**config.mk**
```make
export PLATFORM = sky130hd
export DESIGN_NAME = filter_language_tokenizer_flat
export DESIGN_NICKNAME = d
export VERILOG_FILES = /design/src/hdl/flt_pkg.sv /design/src/hdl/flt_ifs.sv /design/src/hdl/flt_core.sv /design/src/hdl/flt_rqueue.sv /design/src/hdl/filter_language_tokenizer.sv /design/src/flat_wrapper.sv
export SDC_FILE = /design/constraint.sdc
export NUM_CORES = 2
export LEC_CHECK = 0
export CORE_MARGIN = 2
export CORE_UTILIZATION = 50
export CTS_BUF_LIST = sky130_fd_sc_hd__clkbuf_4 sky130_fd_sc_hd__clkbuf_8
export CTS_CLUSTER_SIZE = 28
export DETAILED_ROUTE_END_ITERATION = 10
export DONT_BUFFER_PORTS = 1
export GPL_TIMING_DRIVEN = 0
export PLACE_DENSITY = 0.69
export SLEW_MARGIN = 20
export SYNTH_ARGS = -nofsm -noshare
export SYNTH_HDL_FRONTEND = slang
export SYNTH_SLANG_ARGS = --single-unit
```
**constraint.sdc**
```tcl
create_clock -name i_clk -period 6.3 [get_ports i_clk]
set_input_delay 0.315 -clock i_clk [delete_from_list [all_inputs] [get_ports i_clk]]
set_output_delay 0.315 -clock i_clk [all_outputs]
set_load 0.02 [all_outputs]
```
**src/hdl/flt_pkg.sv**
```systemverilog
// Package for the filter language tokenizer.
// Token and error codes, character constants, lexer modes and result types.
// No dependencies.
package flt_pkg;

    localparam int unsigned QUEUE_DEPTH = 8;
    localparam int unsigned QUEUE_AW    = $clog2(QUEUE_DEPTH);
    localparam int unsigned QUEUE_CW    = $clog2(QUEUE_DEPTH + 1);
    localparam logic [QUEUE_CW-1:0] QUEUE_ACCEPT_MAX = QUEUE_CW'(QUEUE_DEPTH - 4);

    localparam logic [4:0] TOK_EOF      = 5'd0;
    localparam logic [4:0] TOK_LPAREN   = 5'd1;
    localparam logic [4:0] TOK_RPAREN   = 5'd2;
    localparam logic [4:0] TOK_COMMA    = 5'd3;
    localparam logic [4:0] TOK_COLON    = 5'd4;
    localparam logic [4:0] TOK_SEMI     = 5'd5;
    localparam logic [4:0] TOK_LBRACKET = 5'd6;
    localparam logic [4:0] TOK_RBRACKET = 5'd7;
    localparam logic [4:0] TOK_LBRACE   = 5'd8;
    localparam logic [4:0] TOK_RBRACE   = 5'd9;
    localparam logic [4:0] TOK_AND      = 5'd10;
    localparam logic [4:0] TOK_OR       = 5'd11;
    localparam logic [4:0] TOK_EQ       = 5'd12;
    localparam logic [4:0] TOK_ASSIGN   = 5'd13;
    localparam logic [4:0] TOK_LT       = 5'd14;
    localparam logic [4:0] TOK_LE       = 5'd15;
    localparam logic [4:0] TOK_GT       = 5'd16;
    localparam logic [4:0] TOK_GE       = 5'd17;
    localparam logic [4:0] TOK_ID       = 5'd18;
    localparam logic [4:0] TOK_STRING   = 5'd19;
    localparam logic [4:0] TOK_INT32    = 5'd20;
    localparam logic [4:0] TOK_INT64    = 5'd21;
    localparam logic [4:0] TOK_TEXT     = 5'd22;
    localparam logic [4:0] TOK_ERR      = 5'd23;

    localparam logic [2:0] ERR_NONE     = 3'd0;
    localparam logic [2:0] ERR_BAD_CHAR = 3'd1;
    localparam logic [2:0] ERR_UNTERM   = 3'd2;
    localparam logic [2:0] ERR_OVERFLOW = 3'd3;
    localparam logic [2:0] ERR_UNSUP    = 3'd4;

    localparam logic [7:0] CH_TAB      = 8'h09;
    localparam logic [7:0] CH_LF       = 8'h0A;
    localparam logic [7:0] CH_CR       = 8'h0D;
    localparam logic [7:0] CH_SPACE    = 8'h20;
    localparam logic [7:0] CH_BANG     = 8'h21;
    localparam logic [7:0] CH_DQUOTE   = 8'h22;
    localparam logic [7:0] CH_HASH     = 8'h23;
    localparam logic [7:0] CH_AMP      = 8'h26;
    localparam logic [7:0] CH_SQUOTE   = 8'h27;
    localparam logic [7:0] CH_LPAREN   = 8'h28;
    localparam logic [7:0] CH_RPAREN   = 8'h29;
    localparam logic [7:0] CH_COMMA    = 8'h2C;
    localparam logic [7:0] CH_DOT      = 8'h2E;
    localparam logic [7:0] CH_ZERO     = 8'h30;
    localparam logic [7:0] CH_ONE      = 8'h31;
    localparam logic [7:0] CH_NINE     = 8'h39;
    localparam logic [7:0] CH_COLON    = 8'h3A;
    localparam logic [7:0] CH_SEMI     = 8'h3B;
    localparam logic [7:0] CH_LT       = 8'h3C;
    localparam logic [7:0] CH_EQ       = 8'h3D;
    localparam logic [7:0] CH_GT       = 8'h3E;
    localparam logic [7:0] CH_UPPER_A  = 8'h41;
    localparam logic [7:0] CH_UPPER_L  = 8'h4C;
    localparam logic [7:0] CH_UPPER_Z  = 8'h5A;
    localparam logic [7:0] CH_LBRACKET = 8'h5B;
    localparam logic [7:0] CH_BSLASH   = 8'h5C;
    localparam logic [7:0] CH_RBRACKET = 8'h5D;
    localparam logic [7:0] CH_UNDER    = 8'h5F;
    localparam logic [7:0] CH_LOWER_A  = 8'h61;
    localparam logic [7:0] CH_LOWER_L  = 8'h6C;
    localparam logic [7:0] CH_LOWER_Z  = 8'h7A;
    localparam logic [7:0] CH_LBRACE   = 8'h7B;
    localparam logic [7:0] CH_VBAR     = 8'h7C;
    localparam logic [7:0] CH_RBRACE   = 8'h7D;
    localparam logic [7:0] CH_TILDE    = 8'h7E;

    localparam logic [63:0] ACC_LIM_LO = 64'd922337203685477580;
    localparam logic [63:0] ACC_LIM_HI = 64'd922337203685477579;
    localparam logic [23:0] LINE_MAX   = 24'hFFFFFF;

    typedef enum logic [12:0] {
        M_START   = 13'h0001,
        M_COMMENT = 13'h0002,
        M_AMP     = 13'h0004,
        M_VBAR    = 13'h0008,
        M_EQ      = 13'h0010,
        M_LT      = 13'h0020,
        M_GT      = 13'h0040,
        M_DEC     = 13'h0080,
        M_ID      = 13'h0100,
        M_DQ      = 13'h0200,
        M_SQ      = 13'h0400,
        M_UNSUP   = 13'h0800,
        M_HALT    = 13'h1000
    } t_mode;

    typedef struct packed {
        logic [4:0]         token_code;
        logic [7:0]         text_byte;
        logic signed [63:0] number_value;
        logic [2:0]         error_code;
        logic [23:0]        line_number;
        logic               last_in_run;
    } t_result;

    typedef struct packed {
        logic [1:0] num;
        t_result    res0;
        t_result    res1;
    } t_core_out;

endpackage

```
**src/hdl/flt_ifs.sv**
```systemverilog
// Valid/ready stream interfaces for the tokenizer's input and result channels.
// Depends on nothing.
interface flt_in_if;
    logic       valid;
    logic       ready;
    logic [7:0] char_byte;
    logic       end_of_input;

    modport source (output valid, output char_byte, output end_of_input, input ready);
    modport sink (input valid, input char_byte, input end_of_input, output ready);
endinterface

interface flt_out_if;
    logic               valid;
    logic               ready;
    logic [4:0]         token_code;
    logic [7:0]         text_byte;
    logic signed [63:0] number_value;
    logic [2:0]         error_code;
    logic [23:0]        line_number;
    logic               last_in_run;

    modport source (output valid, output token_code, output text_byte, output number_value,
                    output error_code, output line_number, output last_in_run, input ready);
    modport sink (input valid, input token_code, input text_byte, input number_value,
                  input error_code, input line_number, input last_in_run, output ready);
endinterface

```
**src/hdl/flt_core.sv**
```systemverilog
// Lexer core: mode, number accumulator and line counter, and the one-pass
// next-state logic that turns one registered item into up to two results. Uses flt_pkg.
module flt_core
    import flt_pkg::*;
(
    input  logic       i_clk,
    input  logic       i_rst_n,
    input  logic       i_valid,
    input  logic [7:0] i_char,
    input  logic       i_eof,
    output t_core_out  o_out
);

    typedef struct packed {
        logic [4:0]  code;
        logic [7:0]  text;
        logic [63:0] num;
        logic [2:0]  err;
    } t_tok;

    typedef struct packed {
        t_mode       mode;
        logic        emit;
        t_tok        tok;
        logic [63:0] acc;
    } t_start;

    localparam t_tok TOK_NONE = '{code: TOK_EOF, text: 8'd0, num: 64'd0, err: ERR_NONE};

    function automatic logic f_is_ws(input logic [7:0] c);
        return c == CH_SPACE || (c >= CH_TAB && c <= CH_CR);
    endfunction

    function automatic logic f_id_cont(input logic [7:0] c);
        logic bad;
        bad = c == CH_DQUOTE || c == CH_SQUOTE || c == CH_LPAREN || c == CH_RPAREN ||
              c == CH_COMMA || c == CH_COLON || c == CH_SEMI || c == CH_BSLASH;
        return c > CH_SPACE && c <= CH_TILDE && !bad;
    endfunction

    function automatic t_start f_start(input logic [7:0] c, input logic eof);
        t_start s;
        s.mode = M_START;
        s.emit = 1'b0;
        s.tok  = TOK_NONE;
        s.acc  = 64'd0;
        if (eof) begin
            s.emit = 1'b1;
        end else begin
            unique case (c)
                CH_BANG, CH_BSLASH, CH_ZERO: s.mode = M_UNSUP;
                CH_HASH:   s.mode = M_COMMENT;
                CH_DQUOTE: s.mode = M_DQ;
                CH_SQUOTE: s.mode = M_SQ;
                CH_AMP:    s.mode = M_AMP;
                CH_VBAR:   s.mode = M_VBAR;
                CH_EQ:     s.mode = M_EQ;
                CH_LT:     s.mode = M_LT;
                CH_GT:     s.mode = M_GT;
                CH_LPAREN: begin s.emit = 1'b1; s.tok.code = TOK_LPAREN; end
                CH_RPAREN: begin s.emit = 1'b1; s.tok.code = TOK_RPAREN; end
                CH_COMMA: begin s.emit = 1'b1; s.tok.code = TOK_COMMA; end
                CH_COLON: begin s.emit = 1'b1; s.tok.code = TOK_COLON; end
                CH_SEMI: begin s.emit = 1'b1; s.tok.code = TOK_SEMI; end
                CH_LBRACKET: begin s.emit = 1'b1; s.tok.code = TOK_LBRACKET; end
                CH_RBRACKET: begin s.emit = 1'b1; s.tok.code = TOK_RBRACKET; end
                CH_LBRACE: begin s.emit = 1'b1; s.tok.code = TOK_LBRACE; end
                CH_RBRACE: begin s.emit = 1'b1; s.tok.code = TOK_RBRACE; end
                default: begin
                    if (f_is_ws(c)) begin
                        s.mode = M_START;
                    end else if (c >= CH_ONE && c <= CH_NINE) begin
                        s.mode = M_DEC;
                        s.acc  = {60'd0, c[3:0]};
                    end else if ((c >= CH_UPPER_A && c <= CH_UPPER_Z) ||
                                 (c >= CH_LOWER_A && c <= CH_LOWER_Z) || c == CH_UNDER) begin
                        s.mode     = M_ID;
                        s.emit     = 1'b1;
                        s.tok.code = TOK_TEXT;
                        s.tok.text = c;
                    end else begin
                        s.mode     = M_HALT;
                        s.emit     = 1'b1;
                        s.tok.code = TOK_ERR;
                        s.tok.err  = ERR_BAD_CHAR;
                    end
                end
            endcase
        end
        return s;
    endfunction

    function automatic t_result f_res(input t_tok t, input logic [23:0] line, input logic last);
        t_result r;
        r.token_code   = t.code;
        r.text_byte    = t.text;
        r.number_value = t.num;
        r.error_code   = t.err;
        r.line_number  = line;
        r.last_in_run  = last;
        return r;
    endfunction

    t_mode       r_mode;
    t_mode       n_mode;
    logic [63:0] r_acc;
    logic [63:0] n_acc;
    logic [23:0] r_line;
    logic [23:0] n_line;

    t_start      st;
    t_tok        first;
    logic        first_en;
    logic        chain;
    logic        fail_en;
    logic [2:0]  fail_err;
    logic [3:0]  digit;
    logic [63:0] acc_lim;
    logic [63:0] acc_next;
    logic        is_digit;
    logic [7:0]  quote;

    always_comb begin
        st       = f_start(i_char, i_eof);
        first    = TOK_NONE;
        first_en = 1'b0;
        chain    = 1'b0;
        fail_en  = 1'b0;
        fail_err = ERR_NONE;
        n_mode   = r_mode;
        n_acc    = r_acc;
        digit    = i_char[3:0];
        is_digit = !i_eof && i_char >= CH_ZERO && i_char <= CH_NINE;
        acc_lim  = (digit > 4'd7) ? ACC_LIM_HI : ACC_LIM_LO;
        acc_next = {r_acc[60:0], 3'b000} + {r_acc[62:0], 1'b0} + {60'd0, digit};
        quote    = (r_mode == M_DQ) ? CH_DQUOTE : CH_SQUOTE;

        if (i_valid) begin
            unique case (r_mode)
                M_START: chain = 1'b1;
                M_COMMENT: begin
                    if (i_eof) begin
                        chain = 1'b1;
                    end else if (i_char == CH_LF) begin
                        n_mode = M_START;
                    end
                end
                M_AMP, M_VBAR: begin
                    if (!i_eof && i_char == ((r_mode == M_AMP) ? CH_AMP : CH_VBAR)) begin
                        first_en   = 1'b1;
                        first.code = (r_mode == M_AMP) ? TOK_AND : TOK_OR;
                        n_mode     = M_START;
                    end else begin
                        fail_en  = 1'b1;
                        fail_err = ERR_BAD_CHAR;
                    end
                end
                M_EQ, M_LT, M_GT: begin
                    first_en = 1'b1;
                    if (!i_eof && i_char == CH_EQ) begin
                        first.code = (r_mode == M_EQ) ? TOK_EQ :
                                     (r_mode == M_LT) ? TOK_LE : TOK_GE;
                        n_mode     = M_START;
                    end else begin
                        first.code = (r_mode == M_EQ) ? TOK_ASSIGN :
                                     (r_mode == M_LT) ? TOK_LT : TOK_GT;
                        chain      = 1'b1;
                    end
                end
                M_DEC: begin
                    priority if (is_digit) begin
                        if (r_acc > acc_lim) begin
                            fail_en  = 1'b1;
                            fail_err = ERR_OVERFLOW;
                        end else begin
                            n_acc = acc_next;
                        end
                    end else if (!i_eof && i_char == CH_DOT) begin
                        n_acc  = 64'd0;
                        n_mode = M_UNSUP;
                    end else if (!i_eof && (i_char == CH_UPPER_L || i_char == CH_LOWER_L)) begin
                        first_en   = 1'b1;
                        first.code = TOK_INT64;
                        first.num  = r_acc;
                        n_acc      = 64'd0;
                        n_mode     = M_START;
                    end else if (r_acc[63:31] != 33'd0) begin
                        fail_en  = 1'b1;
                        fail_err = ERR_OVERFLOW;
                    end else begin
                        first_en   = 1'b1;
                        first.code = TOK_INT32;
                        first.num  = r_acc;
                        chain      = 1'b1;
                    end
                end
                M_ID: begin
                    priority if (!i_eof && i_char == CH_BSLASH) begin
                        n_mode = M_UNSUP;
                    end else if (!i_eof && f_id_cont(i_char)) begin
                        first_en   = 1'b1;
                        first.code = TOK_TEXT;
                        first.text = i_char;
                    end else begin
                        first_en   = 1'b1;
                        first.code = TOK_ID;
                        chain      = 1'b1;
                    end
                end
                M_DQ, M_SQ: begin
                    priority if (i_eof) begin
                        fail_en  = 1'b1;
                        fail_err = ERR_UNTERM;
                    end else if (i_char == CH_BSLASH) begin
                        n_mode = M_UNSUP;
                    end else if (i_char == quote) begin
                        first_en   = 1'b1;
                        first.code = TOK_STRING;
                        n_mode     = M_START;
                    end else begin
                        first_en   = 1'b1;
                        first.code = TOK_TEXT;
                        first.text = i_char;
                    end
                end
                M_UNSUP: begin
                    fail_en  = 1'b1;
                    fail_err = ERR_UNSUP;
                end
                M_HALT: n_mode = M_HALT;
                default: n_mode = r_mode;
            endcase
        end

        if (chain) begin
            n_mode = st.mode;
            n_acc  = st.acc;
        end
        if (fail_en) begin
            first_en   = 1'b1;
            first      = TOK_NONE;
            first.code = TOK_ERR;
            first.err  = fail_err;
            n_mode     = M_HALT;
            n_acc      = 64'd0;
        end

        o_out.num  = 2'd0;
        o_out.res0 = f_res(TOK_NONE, r_line, 1'b0);
        o_out.res1 = f_res(TOK_NONE, r_line, 1'b0);
        if (first_en) begin
            if (chain && st.emit) begin
                o_out.num  = 2'd2;
                o_out.res0 = f_res(first, r_line, 1'b0);
                o_out.res1 = f_res(st.tok, r_line, 1'b1);
            end else begin
                o_out.num  = 2'd1;
                o_out.res0 = f_res(first, r_line, 1'b1);
            end
        end else if (chain && st.emit) begin
            o_out.num  = 2'd1;
            o_out.res0 = f_res(st.tok, r_line, 1'b1);
        end

        n_line = r_line;
        if (i_valid && r_mode != M_HALT && n_mode != M_HALT && !i_eof && i_char == CH_LF &&
            r_line != LINE_MAX) begin
            n_line = r_line + 24'd1;
        end
    end

    always_ff @(posedge i_clk) begin
        if (!i_rst_n) begin
            r_mode <= M_START;
            r_acc  <= 64'd0;
            r_line <= 24'd1;
        end else begin
            r_mode <= n_mode;
            r_acc  <= n_acc;
            r_line <= n_line;
        end
    end

endmodule

```
**src/hdl/flt_rqueue.sv**
```systemverilog
// Result queue: takes up to two results a cycle from the lexer core and
// presents one result a cycle on the output channel while it is ready. Uses flt_pkg and flt_out_if.
module flt_rqueue
    import flt_pkg::*;
(
    input  logic                i_clk,
    input  logic                i_rst_n,
    input  t_core_out           i_push,
    output logic [QUEUE_CW-1:0] o_count,
    flt_out_if.source           o_out
);

    t_result               r_mem [QUEUE_DEPTH];
    logic [QUEUE_AW-1:0]   r_wr_ptr;
    logic [QUEUE_AW-1:0]   n_wr_ptr;
    logic [QUEUE_AW-1:0]   r_rd_ptr;
    logic [QUEUE_AW-1:0]   n_rd_ptr;
    logic [QUEUE_CW-1:0]   r_count;
    logic [QUEUE_CW-1:0]   n_count;
    logic                  pop;
    t_result               head;

    assign head = r_mem[r_rd_ptr];
    assign pop  = o_out.valid && o_out.ready;

    assign o_out.valid        = r_count != '0;
    assign o_out.token_code   = head.token_code;
    assign o_out.text_byte    = head.text_byte;
    assign o_out.number_value = head.number_value;
    assign o_out.error_code   = head.error_code;
    assign o_out.line_number  = head.line_number;
    assign o_out.last_in_run  = head.last_in_run;
    assign o_count            = r_count;

    always_comb begin
        n_wr_ptr = r_wr_ptr + QUEUE_AW'(i_push.num);
        n_rd_ptr = r_rd_ptr + QUEUE_AW'(pop);
        n_count  = r_count + QUEUE_CW'(i_push.num) - QUEUE_CW'(pop);
    end

    always_ff @(posedge i_clk) begin
        if (i_push.num != 2'd0) begin
            r_mem[r_wr_ptr] <= i_push.res0;
        end
        if (i_push.num == 2'd2) begin
            r_mem[r_wr_ptr + QUEUE_AW'(1)] <= i_push.res1;
        end
    end

    always_ff @(posedge i_clk) begin
        if (!i_rst_n) begin
            r_wr_ptr <= '0;
            r_rd_ptr <= '0;
            r_count  <= '0;
        end else begin
            r_wr_ptr <= n_wr_ptr;
            r_rd_ptr <= n_rd_ptr;
            r_count  <= n_count;
        end
    end

endmodule

```
**src/hdl/filter_language_tokenizer.sv**
```systemverilog
// Filter language tokenizer: takes one character byte or an end-of-input mark
// per transfer and returns tokens, up to two per item. An item is registered on
// transfer, lexed in the next cycle and its results enter an eight-entry queue.
// One item is taken every cycle while the queue holds four results or fewer; an
// item that ends an identifier, a number or a one-character operator can yield
// two results, and such items set the sustained rate. After an error the block
// emits nothing until reset. Depends on flt_pkg, flt_ifs, flt_core and flt_rqueue.
module filter_language_tokenizer
    import flt_pkg::*;
(
    input  logic      i_clk,
    input  logic      i_rst_n,
    flt_in_if.sink    i_in,
    flt_out_if.source o_out
);

    logic                r_in_valid;
    logic [7:0]          r_in_char;
    logic                r_in_eof;
    logic [QUEUE_CW-1:0] queue_count;
    t_core_out           core_out;

    assign i_in.ready = queue_count <= QUEUE_ACCEPT_MAX;

    always_ff @(posedge i_clk) begin
        if (!i_rst_n) begin
            r_in_valid <= 1'b0;
        end else begin
            r_in_valid <= i_in.valid && i_in.ready;
        end
    end

    always_ff @(posedge i_clk) begin
        r_in_char <= i_in.char_byte;
        r_in_eof  <= i_in.end_of_input;
    end

    flt_core u_core (
        .i_clk   (i_clk),
        .i_rst_n (i_rst_n),
        .i_valid (r_in_valid),
        .i_char  (r_in_char),
        .i_eof   (r_in_eof),
        .o_out   (core_out)
    );

    flt_rqueue u_rqueue (
        .i_clk   (i_clk),
        .i_rst_n (i_rst_n),
        .i_push  (core_out),
        .o_count (queue_count),
        .o_out   (o_out)
    );

endmodule

```
**src/flat_wrapper.sv**
```systemverilog
// flat-port wrapper written by rule: the top's interface ports become plain ports
module filter_language_tokenizer_flat import flt_pkg::*;
  (i_clk, i_rst_n, i_in_valid, i_in_char_byte, i_in_end_of_input, i_in_ready, o_out_valid, o_out_token_code, o_out_text_byte, o_out_number_value, o_out_error_code, o_out_line_number, o_out_last_in_run, o_out_ready);
  flt_in_if i_in_i ();
  flt_out_if o_out_i ();
  input  logic i_clk;
  input  logic i_rst_n;
  input wire logic [$bits(i_in_i.valid)-1:0] i_in_valid;
  input wire logic [$bits(i_in_i.char_byte)-1:0] i_in_char_byte;
  input wire logic [$bits(i_in_i.end_of_input)-1:0] i_in_end_of_input;
  output wire logic [$bits(i_in_i.ready)-1:0] i_in_ready;
  output wire logic [$bits(o_out_i.valid)-1:0] o_out_valid;
  output wire logic [$bits(o_out_i.token_code)-1:0] o_out_token_code;
  output wire logic [$bits(o_out_i.text_byte)-1:0] o_out_text_byte;
  output wire logic [$bits(o_out_i.number_value)-1:0] o_out_number_value;
  output wire logic [$bits(o_out_i.error_code)-1:0] o_out_error_code;
  output wire logic [$bits(o_out_i.line_number)-1:0] o_out_line_number;
  output wire logic [$bits(o_out_i.last_in_run)-1:0] o_out_last_in_run;
  input wire logic [$bits(o_out_i.ready)-1:0] o_out_ready;
  assign i_in_i.valid = i_in_valid;
  assign i_in_i.char_byte = i_in_char_byte;
  assign i_in_i.end_of_input = i_in_end_of_input;
  assign i_in_ready = i_in_i.ready;
  assign o_out_valid = o_out_i.valid;
  assign o_out_token_code = o_out_i.token_code;
  assign o_out_text_byte = o_out_i.text_byte;
  assign o_out_number_value = o_out_i.number_value;
  assign o_out_error_code = o_out_i.error_code;
  assign o_out_line_number = o_out_i.line_number;
  assign o_out_last_in_run = o_out_i.last_in_run;
  assign o_out_i.ready = o_out_ready;
  filter_language_tokenizer u_core (.i_clk(i_clk), .i_rst_n(i_rst_n), .i_in(i_in_i), .o_out(o_out_i));
endmodule
```
; Word-level counts from Yosys, hierarchy flattened
; Memory sizes are Yosys's and may differ from the RTL's. A register that Yosys moved wholly into a read port is not among the register bits.
; Index checks and enable logic that the tools add are counted.
[word_totals]
ff_bits = 121
latchBits = 0
ramBits = 840
rom_bits = 0
input_bits = 13
n_memories = 1
[mem_list]
columns = name, depth, width, read_ports, rd_clocked_by_memory_dff, wr, line_no
row1 = u_core.u_rqueue.r_mem, 8, 105, 1, 1, 2, flt_rqueue.sv:13  ; t_result r_mem [QUEUE_DEPTH];
[classes]
n_addsub = 8
n_mul = 0
div_mod_pow = 0
order_cmp = 14
eq_ne = 46
shift = 0
muxes = 121
bitwise_logic = 1
reduce_logical = 50
[ops]
columns = op, n
row1 = two-way mux 64 bit, 12
row2 = two-way mux 13 bit, 21
row3 = two-way mux 107 bit, 2
row4 = two-way mux 105 bit, 2
row5 = two-way mux 65 bit, 3
row6 = case mux 13 bit (10 select lines), 1
row7 = equality test 8 x 6 -> 1 bit (second input constant), 16
row8 = two-way mux 106 bit, 1
row9 = two-way mux 19 bit, 5
row10 = case mux 13 bit (7 select lines), 1
row11 = two-way mux 80 bit, 1
row12 = two-way mux 77 bit, 1
row13 = equality test 8 x 7 -> 1 bit (second input constant), 9
row14 = adder 64 x 4 -> 64 bit, 1
row15 = adder 64 bit, 1
row16 = > comparator 64 x 60 -> 1 bit, 1
row17 = case mux 6 bit (10 select lines), 1
row18 = two-way mux 5 bit, 9
row19 = two-way mux 1 bit, 34
row20 = nonzero test 33 bit, 1
row21 = two-way mux 8 bit, 4
row22 = two-way mux 14 bit, 2
row23 = two-way mux 3 bit, 9
row24 = != test 13 bit (second input constant), 2
row25 = other kinds (54), 100

; Depth between registers and ports, before layout
[logic_depth]
depth_word = 22
ltp_mapped = 23
ltp_nobuf = 19

; Cells and area by module
; Synthesis repeated with hierarchy kept, for this count alone.
[unflattened]
hier_cells = 3768
hier_area_um2 = 53643.9
[modules_own_cells]
columns = module, instances, cells_per_inst, area_each_um2, seq_area_each_um2
row1 = flt_rqueue, 1, 2225, 42014.0, 25424.4
row2 = flt_core, 1, 1529, 11404.7, 2021.9
row3 = filter_language_tokenizer, 1, 14, 225.2, 200.2

; Worst setup path before layout
; No wires, ideal clock.
[synth_path]
path_kind = flip-flop to flip-flop
from = register u_core.r_in_char[3]
to = memory u_core.u_rqueue.r_mem[3][0] in the netlist's numbering, enable pin
arrival_ns = 4.850
path_slack_ns = 1.057
stages_incl_launch_ff = 22
period_less_slack_ns = 5.243
cell_sequence = dfxtp_1 > clkbuf_1 > inv_1 > clkbuf_1 > ha_1 > o21ai_0 > nand2_1 > a31oi_1 > nor4_1 > o21ai_2 > o311a_4 > nand2b_2 > buf_6 > buf_2 > ha_1 > clkbuf_1 > nand2_1 > nor3_1 > nor2_1 > clkbuf_1 > clkbuf_1 > inv_1
[synth_rtl]
columns = element, line_no
row1 = from (decl), filter_language_tokenizer.sv:18  ; logic [7:0] r_in_char;
row2 = from (signal assigned), filter_language_tokenizer.sv:34  ; r_in_char <= i_in.char_byte;
row3 = to (decl), flt_rqueue.sv:13

==> summary.txt <==
Outcome = finished with violations
Failing checks = DRC
Longest Clk Path Bufs = 3
WP data required = 6.84 ns
Pre-antenna DRT Iters = 11
Mapped Nets = 3931
Dominant cell type by area after synthesis = dfxtp_1
RR Startpoint = u_core.u_core.r_acc[63]
CTS clk-pin slew, worst paths = 0.06 ns
Worst setup SP type = register
Via density per instance = 6.29
Via count = 33081
Synth Register Bits = 961
Synth Instances = 3777
Nets = 4119
Crit. End Element = register
Ys flop type = dfxtp_1
Max Slew Vio Count = 0
Hold Vio Cnt, Final = 0
Clk Tree Root Cell = clkbuf_8
# rows = 109
Final WS setup = 0.0906 ns
GP Congestion = 0.953
Area grow syn2layout = 12.3%
Critical Path AT = 6.75 ns
# IOs = 120
Initial Util = 50.5%
Leakage dissipation = 18.2 nW
Deepest level of the CTS H-tree = 4
DIE WIDTH = 303 microns
# Max-Cap Violations = 0
Yosys warning count = 0
Vias in the first global route = 32625
RSZ-0062 raised after global routing = no
Number of synthesized flops with an enable pin = 312
Synth top area share = 29.1%
Slowest stage delay, CP = 0.63 ns
FF-to-FF path depth = 18
Critical path class = reg -> reg
Buffers on Ports = 0
Initial antenna violation count = 1
Worst skew pair latency = 0.86 ns
Shortest period the worst path allows = 6.21 ns
Area contributors post-synth = dfxtp_1, edfxtp_1, mux4_2
Setup-failing EPs final = 0
Worst hold path depth = 2
Dpl hpwl = 89800 microns
Async set-reset flop share out of synthesis = 0%
Num CTS Buffers = 154
CTS sink count = 961
Wire per inst = 25.0 microns
Power per cell area = 288 nW/um^2
Die Ht = 303 microns
Synth unique cells = 85
Worst Skew = 0.0502 ns
CP most frequent cell = clkbuf_1
Slew @ Worst Pin = 1.17 ns
Die ar. = 91700 sq um
Hold/Removal Path Class = in -> reg
Family with the most delay on the worst path = simple AND/OR/NAND/NOR gates
Max Fclk = 161 MHz
Peak supply drop = 0.220 mV
Global Route Usage Sum = 28.4%
Pre-CTS WS = -0.915 ns
Post-Syn Area per Cell = 11.8 sq um
Critical-path cell list = or4_4 > nor4_2 > nand3_1 > o311ai_2 > o21ai_2 > o311a_4 > nand2b_2 > buf_6 > buf_2 > ha_1 > clkbuf_1 > nand2_1 > nor3_4 > nor2_4 > clkbuf_1 > clkbuf_2 > inv_6 > buf_16
Detailed-route DRC error count = 16
Share of layout cells above drive strength 1 = 17.4%
Fin util = 56.7%
WP buf/inv = 7
Core Footprint = 88500 sq um
Final ANT Viol Nets = 0
Critical Path Fanout Max = 22
CP Depth = 18
Fin crit share = 98.6%
Largest net degree at the start of global routing = 49
Post-Synthesis Cell Area = 44700 sq um
Slew HR = 22.0%
GR Overflow Total = 0
Worst Min Path Start = i_in_valid
Slowest stage cell, crit path = or4_4
CTS tree = yes
Fillers = 7438
WL final = 131000 microns
Critical path launch point = u_core.u_core.r_acc[63]
Sequential area share after synthesis = 50.1%
Global-route wire length before repair = 199000 microns
Iteration-0 DRC Markers = 3265
layout by cell type (no fill, tap or decap), types with 53 or more instances in the layout:
master,count
dfxtp_1,649
a22o_1,516
edfxtp_1,312
clkbuf_1,272
mux4_2,210
nor2_1,202
clkbuf_8,196
nor2b_1,141
and2_1,139
ha_1,137
nand2_1,134
o21ai_0,105
mux2_2,105
a21oi_1,100
a22oi_1,66
xnor2_1,59
nand3_1,58
clkbuf_4,53
final timing paths:
kind	to	slack (ns)
setup / recovery	u_core.u_rqueue.r_mem[3][22]	0.09
hold reg to reg	u_core.u_rqueue.r_mem[1][51]	0.47
hold / removal	u_core.r_in_valid	0.40
setup reg to reg	u_core.u_rqueue.r_mem[3][22]	0.09
through the flow:
stage / std cells / instance area, sq um / TNS, ns / power [W] / hold WS [ns]
final: 5260 / 50200 / 0 / 0.0144 / 0.399
after global routing: 5259 / 50200 / 0 / 0.0149 / 0.383
after CTS: 5260 / 50100 / 0 / 0.0145 / 0.306
after detailed placement: 4953 / 46400 / -115.14 / 0.00862 / 0.343
after global placement: 4942 / 46100 / -792.95 / 0.00861 / 0.343
after floorplan: 3777 / 44700 / 0 / 0.00804 / 0.343
cell type report:
type | instances | area [sq um] | area share (%)
diodes | 2 | 5.00 | 0.00998
flip-flops and latches | 961 | 22400 | 44.6
plain buffers | 347 | 1390 | 2.78
repair buffers | 34 | 410 | 0.818
multi-input cells | 2410 | 20800 | 41.5
clock buffers | 246 | 3070 | 6.13
well taps | 1165 | 1460 | 2.91
clock inverters | 38 | 390 | 0.778
inverters | 57 | 253 | 0.504
logic make-up (layout without fill, tap and decap cells):
logic type                 count (synthesis)  after routing  share of synthesized area (%)
AOI/OAI and AO/OA                        982            982                           16.9
adders and majority gates                141            141                           4.02
DFF                                      961            961                           50.1
buffers and inverters                    406            722                           3.53
and+or+nand+nor                          876            876                           10.3
xor gates and xnor gates                  91             91                           1.78
muxes                                    320            320                           13.3
other                                      0              2                              0
state kept, by name, indices dropped and copies added, names as in the netlist:
register / cells
u_core.r_in_char: 8
u_core.r_in_eof: 1
u_core.r_in_valid: 1
u_core.u_core.r_acc: 64
u_core.u_core.r_line: 24
u_core.u_core.r_mode: 13
u_core.u_rqueue.o_count: 4
u_core.u_rqueue.r_mem: 840
u_core.u_rqueue.r_rd_ptr: 3
u_core.u_rqueue.r_wr_ptr: 3
what timing repair did:
item                                   in CTS  in global routing
setup endpoints to repair                 299                377
endpoints found under the hold margin      26                  0
hold buffers                               21                  0
setup buffers                               2                  0
gates resized for setup                    17                 21
pin swaps                                   2                  0
cells in the mapped netlist, drive strengths merged, types with 67 or more instances:
master	n
and2	139
clkbuf	294
nand2	134
a22oi	67
ha	137
nor2	217
edfxtp	312
a22o	516
mux4	210
nor2b	141
mux2	105
dfxtp	649
a21oi	100
o21ai	111
worst reg2reg max path: cells and delay by family (launching register included):
kind            cells  cell delay [ns]
fa+ha+maj           1             0.26
buf+inv             7             1.84
simple gates        7             2.09
flops               1             0.43
compound gates      3             1.28
where the power goes:
group,internal [W],switching [W],leakage (nW)
Combinational,0.000727,0.00129,8.18
Sequential,0.00644,0.0000367,8.22
Clock,0.00336,0.00260,1.83
layer usage:
layer	vias up	track usage [%]	share of wire, %
li1	14814	-	-
met1	16608	37.7	41
met2	1371	45.5	47
met3	288	5.44	7.8
met4	0	12.6	4.3
met5	-	0	0
No activity file was read; power rests on OpenSTA's default activity.
